### config.mk
export PLATFORM = sky130hd
export DESIGN_NAME = rsa_find_free
export DESIGN_NICKNAME = d
export VERILOG_FILES = /design/src/sv/record_slot_allocator_defines.svh /design/src/sv/rsa_pkg.sv /design/src/sv/rsa_find_free.sv
export SDC_FILE = /design/constraint.sdc
export NUM_CORES = 1
export LEC_CHECK = 0
export ABC_AREA = 1
export BUFFER_PORTS_ARGS = -buffer_cell sky130_fd_sc_hd__buf_2
export CAP_MARGIN = 10
export CORE_MARGIN = 2
export CORE_UTILIZATION = 60
export DETAILED_ROUTE_END_ITERATION = 8
export PLACE_DENSITY = 0.92
export SYNTH_ARGS = -nofsm -noshare
export SYNTH_HDL_FRONTEND = slang
export SYNTH_SLANG_ARGS = --single-unit
### constraint.sdc
create_clock -name vclk -period 4.7
set_input_delay 0.94 -clock vclk [all_inputs]
set_output_delay 0.94 -clock vclk [all_outputs]
set_load 0.01 [all_outputs]
### src/sv/record_slot_allocator_defines.svh
// Assertion macros shared by the record slot allocator.
`ifndef RECORD_SLOT_ALLOCATOR_DEFINES_SVH
`define RECORD_SLOT_ALLOCATOR_DEFINES_SVH

// Check that a condition implies another in the same cycle.
`define RSA_ASSERT_NOW(lbl, ant, con, msg) \
  lbl: assert property (@(posedge clk_i) disable iff (!rst_ni) (ant) |-> (con)) \
    else $error(msg);

// Check that a condition implies another in the next cycle.
`define RSA_ASSERT_NEXT(lbl, ant, con, msg) \
  lbl: assert property (@(posedge clk_i) disable iff (!rst_ni) (ant) |=> (con)) \
    else $error(msg);

`endif

### src/sv/rsa_pkg.sv
// Shared types, codes and constants of the record slot allocator.
package rsa_pkg;

  localparam int unsigned MAX_PAGES_DEF = 256;
  localparam int unsigned MAX_SLOTS_DEF = 64;

  localparam int unsigned CMD_W    = 2;
  localparam int unsigned PAGE_W   = 8;
  localparam int unsigned SLOT_W   = 6;
  localparam int unsigned STATUS_W = 2;
  localparam int unsigned CFG_W    = 7;
  localparam int unsigned TDATA_W  = 16;
  localparam int unsigned PAD_W    = TDATA_W - PAGE_W - SLOT_W;

  localparam logic [CFG_W-1:0] CFG_RESET = 7'd64;

  typedef enum logic [CMD_W-1:0] {
    CMD_INSERT = 2'd0,
    CMD_DELETE = 2'd1,
    CMD_READ   = 2'd2,
    CMD_UPDATE = 2'd3
  } rsa_cmd_e;

  typedef enum logic [STATUS_W-1:0] {
    ST_OK        = 2'd0,
    ST_NO_PAGE   = 2'd1,
    ST_NOT_FOUND = 2'd2,
    ST_FULL      = 2'd3
  } rsa_status_e;

  // Write strobes into the page store, one per field of a page row.
  typedef struct packed {
    logic occ;
    logic cnt;
    logic link;
    logic inl;
  } rsa_wr_en_t;

  // Clamp the programmed slot count into 1..max_slots.
  function automatic int unsigned rsa_eff_slots(input logic [CFG_W-1:0] v,
                                                input int unsigned max_slots);
    int unsigned r;
    r = int'(v);
    if (r == 0) r = 1;
    if (r > max_slots) r = max_slots;
    return r;
  endfunction

endpackage

### src/sv/rsa_find_free.sv
// Lowest free slot search over one page's occupancy bitmap.
module rsa_find_free #(
  parameter int unsigned MAX_SLOTS = rsa_pkg::MAX_SLOTS_DEF,
  parameter int unsigned SW        = $clog2(MAX_SLOTS),
  parameter int unsigned NW        = $clog2(MAX_SLOTS + 1)
) (
  input  logic [MAX_SLOTS-1:0] occ_i,
  input  logic [NW-1:0]        spp_i,
  output logic                 found_o,
  output logic [SW-1:0]        idx_o
);
  import rsa_pkg::*;

  logic [MAX_SLOTS-1:0] usable;
  logic [MAX_SLOTS-1:0] free_bits;
  logic [MAX_SLOTS-1:0] lowest;

  always_comb begin
    for (int unsigned i = 0; i < MAX_SLOTS; i++) begin
      usable[i] = (NW'(i) < spp_i);
    end
  end

  assign free_bits = ~occ_i & usable;
  // isolate the lowest set bit
  assign lowest    = free_bits & (~free_bits + MAX_SLOTS'(1));
  assign found_o   = |free_bits;

  always_comb begin
    idx_o = '0;
    for (int unsigned i = 0; i < MAX_SLOTS; i++) begin
      if (lowest[i]) idx_o = idx_o | SW'(i);
    end
  end

endmodule

* After elaboration in Yosys (flattened, before gate mapping)
Index checks and enable logic that the tools add are counted.
** Word-level totals
- Logic and storage cells :: 133
- Flip-flop bits (word level) :: 0
- Input port bits :: 71
- Output and inout bits :: 7
** Cells by class
- Reductions and logical operators :: 1
- Bitwise gates (word level) :: 4
- Mux-type cells :: 63
- Add/subtract/negate cells :: 1
- Order comparisons :: 64
** Operator list (count)
- less-than comparator 6 x 7 -> 1 bit, first input constant :: 32
- two-way mux 6 bit :: 32
- bitwise AND 64 bit :: 2
- NOT 64 bit :: 2
- less-than comparator 5 x 7 -> 1 bit, first input constant :: 16
- two-way mux 5 bit :: 16
- adder 64 x 1 -> 64 bit, second input constant :: 1
- OR reduction 64 bit :: 1
- less-than comparator 4 x 7 -> 1 bit, first input constant :: 8
- two-way mux 4 bit :: 8
- less-than comparator 3 x 7 -> 1 bit, first input constant :: 4
- less-than comparator 1 x 7 -> 1 bit, first input constant :: 2
- less-than comparator 2 x 7 -> 1 bit, first input constant :: 2
- two-way mux 3 bit :: 4
- two-way mux 2 bit :: 2
- two-way mux 1 bit :: 1

* Longest topological paths before layout
- Depth after elaboration :: 68
- Mapped depth :: 18
- Gate-level depth less buffers :: 17

* Worst setup path after synthesis
No wires, ideal clock.
- Kind :: in2out
- Start :: in spp_i[0]
- End :: out idx_o[5]
- Buffers on the path :: 0
- Stages on the path :: 15
- Arrival :: 2.497 ns
- Setup slack :: 1.263 ns
- Required time :: 3.760 ns
- Cells stage by stage :: o21ai_1 > nand2_1 > nand2_2 > nand2_1 > nor2_1 > nand2_1 > nor2_2 > nand2_2 > nor2_2 > nand2_1 > nand2_2 > inv_1 > nand3_1 > nor2_1 > nand2_1
** On the way
- Cells in the longest elaborated chain, start to end :: 37
- Elaborated cells on any way between the ends :: 100
- Classes of those cells :: 1 x add/sub; 64 x order compare; 32 x mux; 3 x bitwise
** Ends and longest elaborated chain
- start: declaration :: RTL line rsa_find_free.sv:8 : input logic [NW-1:0] spp_i,
- less-than comparator 1 x 7 -> 1 bit, or another cell as far along :: RTL line rsa_find_free.sv:20 : usable[i] = (NW'(i) < spp_i);
- bitwise AND 64 bit * :: RTL line rsa_find_free.sv:24 : assign free_bits = ~occ_i & usable;
- NOT 64 bit :: RTL line rsa_find_free.sv:26 : assign lowest = free_bits & (~free_bits + MAX_SLOTS'(1));
- adder 64 x 1 -> 64 bit :: RTL line rsa_find_free.sv:26
- bitwise AND 64 bit * :: RTL line rsa_find_free.sv:26
- two-way mux 6 bit (31 in a row) :: RTL line rsa_find_free.sv:32 : if (lowest[i]) idx_o = idx_o | SW'(i);
- two-way mux 6 bit * :: RTL line rsa_find_free.sv:32
- end: declaration :: RTL line rsa_find_free.sv:10 : output logic [SW-1:0] idx_o
Mark *: on every way between the ends. The rest lies on a longest branch, timed or not.

* Final worst setup path
- Start :: in spp_i[0]
- End :: out idx_o[4]
** On the way
- Cells in the longest elaborated chain, start to end :: 53
- Elaborated cells on any way between the ends :: 116
- Classes of those cells :: 1 x add/sub; 64 x order compare; 48 x mux; 3 x bitwise
** Ends and longest elaborated chain (RTL line)
- less-than comparator 1 x 7 -> 1 bit, or another cell as far along :: rsa_find_free.sv:20
- bitwise AND 64 bit * :: rsa_find_free.sv:24
- NOT 64 bit :: rsa_find_free.sv:26
- adder 64 x 1 -> 64 bit :: rsa_find_free.sv:26
- bitwise AND 64 bit * :: rsa_find_free.sv:26
- two-way mux 5 bit (16 in a row) :: rsa_find_free.sv:32
- two-way mux 6 bit (31 in a row) :: rsa_find_free.sv:32
- two-way mux 6 bit * :: rsa_find_free.sv:32
Marked as above.

==> results_dict.tcl <==
set metrics [dict create \
    hp-class "in2out" \
    cp_top_family "simple AND/OR/NAND/NOR gates" \
    outcome "completed" \
    dpl.hpwl_um 11300 \
    ys_seq_area_share_pct 0 \
    dpl_cell_area_um2 3670 \
    synthTopCellsByCount "nand2_1 (283), nor2_1 (179), inv_1 (70), nand3_1 (57), nand4_1 (28)" \
    critical_path.most_common_cell "nand2_1" \
    p_per_area_nw_per_um2 68.2 \
    fmax_mhz 225 \
    relSlewSlack_pct 47.6 \
    tns_ps 0 \
    gp_congestion 1.10 \
    post_cts_resized 0 \
    grt_start_max_net_pins 15 \
    tightest_slew_ps 780 \
    vias 5193 \
    seq_cells 0 \
    grt_first_pass_wirelength_um 21100 \
    syn-instance-count 733 \
    startpoint_type "input pin" \
    cp_slowest_stage_delay_ps 630 \
    drtAntennaViolNets 0 \
    synth_area_um2 3220 \
    num_antenna_cells 0 \
    synth_area_leaders "nand2_1 (33%), nor2_1 (21%), nand3_1 (8.9%), inv_1 (8.2%), nand4_1 (5.4%)" \
    synth-compound-area-share_pct 6.29 \
    yosysTopAreaCell "nand2_1" \
    ys_warn_count 0 \
    crit_type "in2out" \
    cp_max_fo 8 \
    gr-total-overflow 0 \
    layout.nets 882 \
    io_buffers 78 \
    syn_to_final_growth_pct 14.0 \
    nClkBuffers 0 \
    crit_required_ps 3760 \
    endpoint "idx_o[4]" \
    setup_viol 0 \
    drt-pass1-iter-count 8 \
    regArea_um2 0 \
    synth_mux_area_share_pct 0 \
    synthXorXnorAreaFrac_pct 0 \
    critPathLaunch "spp_i[0]" \
    drt-wirelength-per-cell_um 14.9 \
    dieWidth_um 77.3 \
    fill_cells 548 \
    hp-start "occ_i[63]" \
    hold_ws_ps 2540 \
    synth.avg_cell_area_um2 4.39 \
    first_global_vias 4788 \
    fp.dieArea_um2 5970 \
    fp.dieH_um 77.3 \
    cp_num_buf_inv 2 \
    rows 26 \
    drt_iter0_markers 725 \
    drt-total-wl_um 13100 \
    synth_fa_ha_area_share_pct 0 \
    core-area_um2 5140 \
    worstPathArrival_ps 3500 \
    slew_viol_final 0 \
    hold_viol_final 0 \
    crit_chain "buf_2 > o21ai_1 > nand2_1 > nand2_1 > nand2_1 > nor2_2 > nand2_1 > nor2_2 > nand4_1 > o21ai_0 > nor2_1 > and2_1 > nand3_1 > buf_2" \
    crit_slowest_cell "o21ai_1" \
    cp.depth 14 \
    rsz0062_at_grt "false" \
    leakage_nw 2.09 \
    cts_hold_buf 0 \
    yosys.area_share.simple_pct 83.2 \
    synth_top_family_by_area "simple AND/OR/NAND/NOR gates" \
    worstSetupEndpointType "output port" \
    min_period_ps 4440 \
    synth_most_common_cell "nand2_1" \
    drcViolationCount 0 \
    stdcell_area_um2 3670 \
    synth_top_area_share_pct 33.0 \
    grt_usage_pct 43.3 \
    start_util_pct 62.7 \
    post-cts-setup-buffers 0 \
    max-cap-violations 0 \
    ir_worst_vdd_uv 72.4 \
    drive_above_1_share_pct 15.1 \
    fin_crit_sh_pct 94.5 \
    yosys.cell_types.count 24 \
    io-pin-count 78 \
    routed_via_density 5.91 \
    antenna_found_initial 0 \
    synth_fp_nets 804 \
]
power breakdown:
part           switching, mW  leakage, nW  internal [mW]
Clock                      0            0              0
Combinational          0.173         2.09         0.0773
Sequential                 0            0              0
logic make-up (layout without fill, tap and decap cells):
family,after synthesis,after routing
AND/OR/NAND/NOR,617,617
buffers and inverters,81,157
AO/OA/AOI/OAI,35,35
placed cells by master, fill, tap and decap left out:
| cell | n |
|---|---|
| nor2_2 | 16 |
| o21ai_0 | 7 |
| o2111ai_1 | 1 |
| o21bai_1 | 2 |
| a21oi_1 | 19 |
| nand2_1 | 283 |
| o21bai_2 | 2 |
| and2_1 | 3 |
| nor3b_1 | 1 |
| buf_4 | 4 |
| inv_2 | 5 |
| nand3_1 | 57 |
| nand2_2 | 7 |
| inv_1 | 70 |
| or2_2 | 3 |
| buf_2 | 78 |
| nand3b_1 | 21 |
| o21ai_1 | 2 |
| nor3_1 | 12 |
| o211a_1 | 1 |
| a31oi_1 | 1 |
| nor2_4 | 7 |
| nand4_1 | 28 |
| nor2_1 | 179 |
per-layer routing:
layer | wire length [um] | vias to the layer above | GRT usage [%]
met5 | 0 | - | 0
met4 | 956 | 0 | 26.6
met3 | 1490 | 97 | 4.35
met2 | 5820 | 403 | 75.4
met1 | 4850 | 2212 | 50.7
li1 | - | 2481 | -
final cells by class:
cell class	instances	area (um^2)	share of cell area, %
well taps	70	87.6	2.39
repair buffers	82	420	11.4
multi-input cells	652	2880	78.5
inverters	75	282	7.67
metrics by stage:
stage / std cells / setup WS, ps / total power, mW / util, %
after floorplan: 733 / 1260 / 0.161 / -
after global placement: 879 / 431 / 0.237 / 71.4
after detailed placement: 879 / 406 / 0.241 / 71.4
after CTS: 879 / 410 / 0.242 / 71.4
after global routing: 879 / 75.2 / 0.276 / 71.4
final: 879 / 257 / 0.251 / 71.4
how the worst min path moves through the flow:
stage,to,depth (start not counted)
after floorplan,idx_o[1],5
after global placement,found_o,6
after detailed placement,found_o,6
after CTS,found_o,6
after global routing,found_o,6
final,found_o,6
worst min-delay path, delay by kind of cell:
kind          cells  cell delay, ps
simple gates      4             410
buf+inv           2             240
No activity file was read; power rests on OpenSTA's default activity.
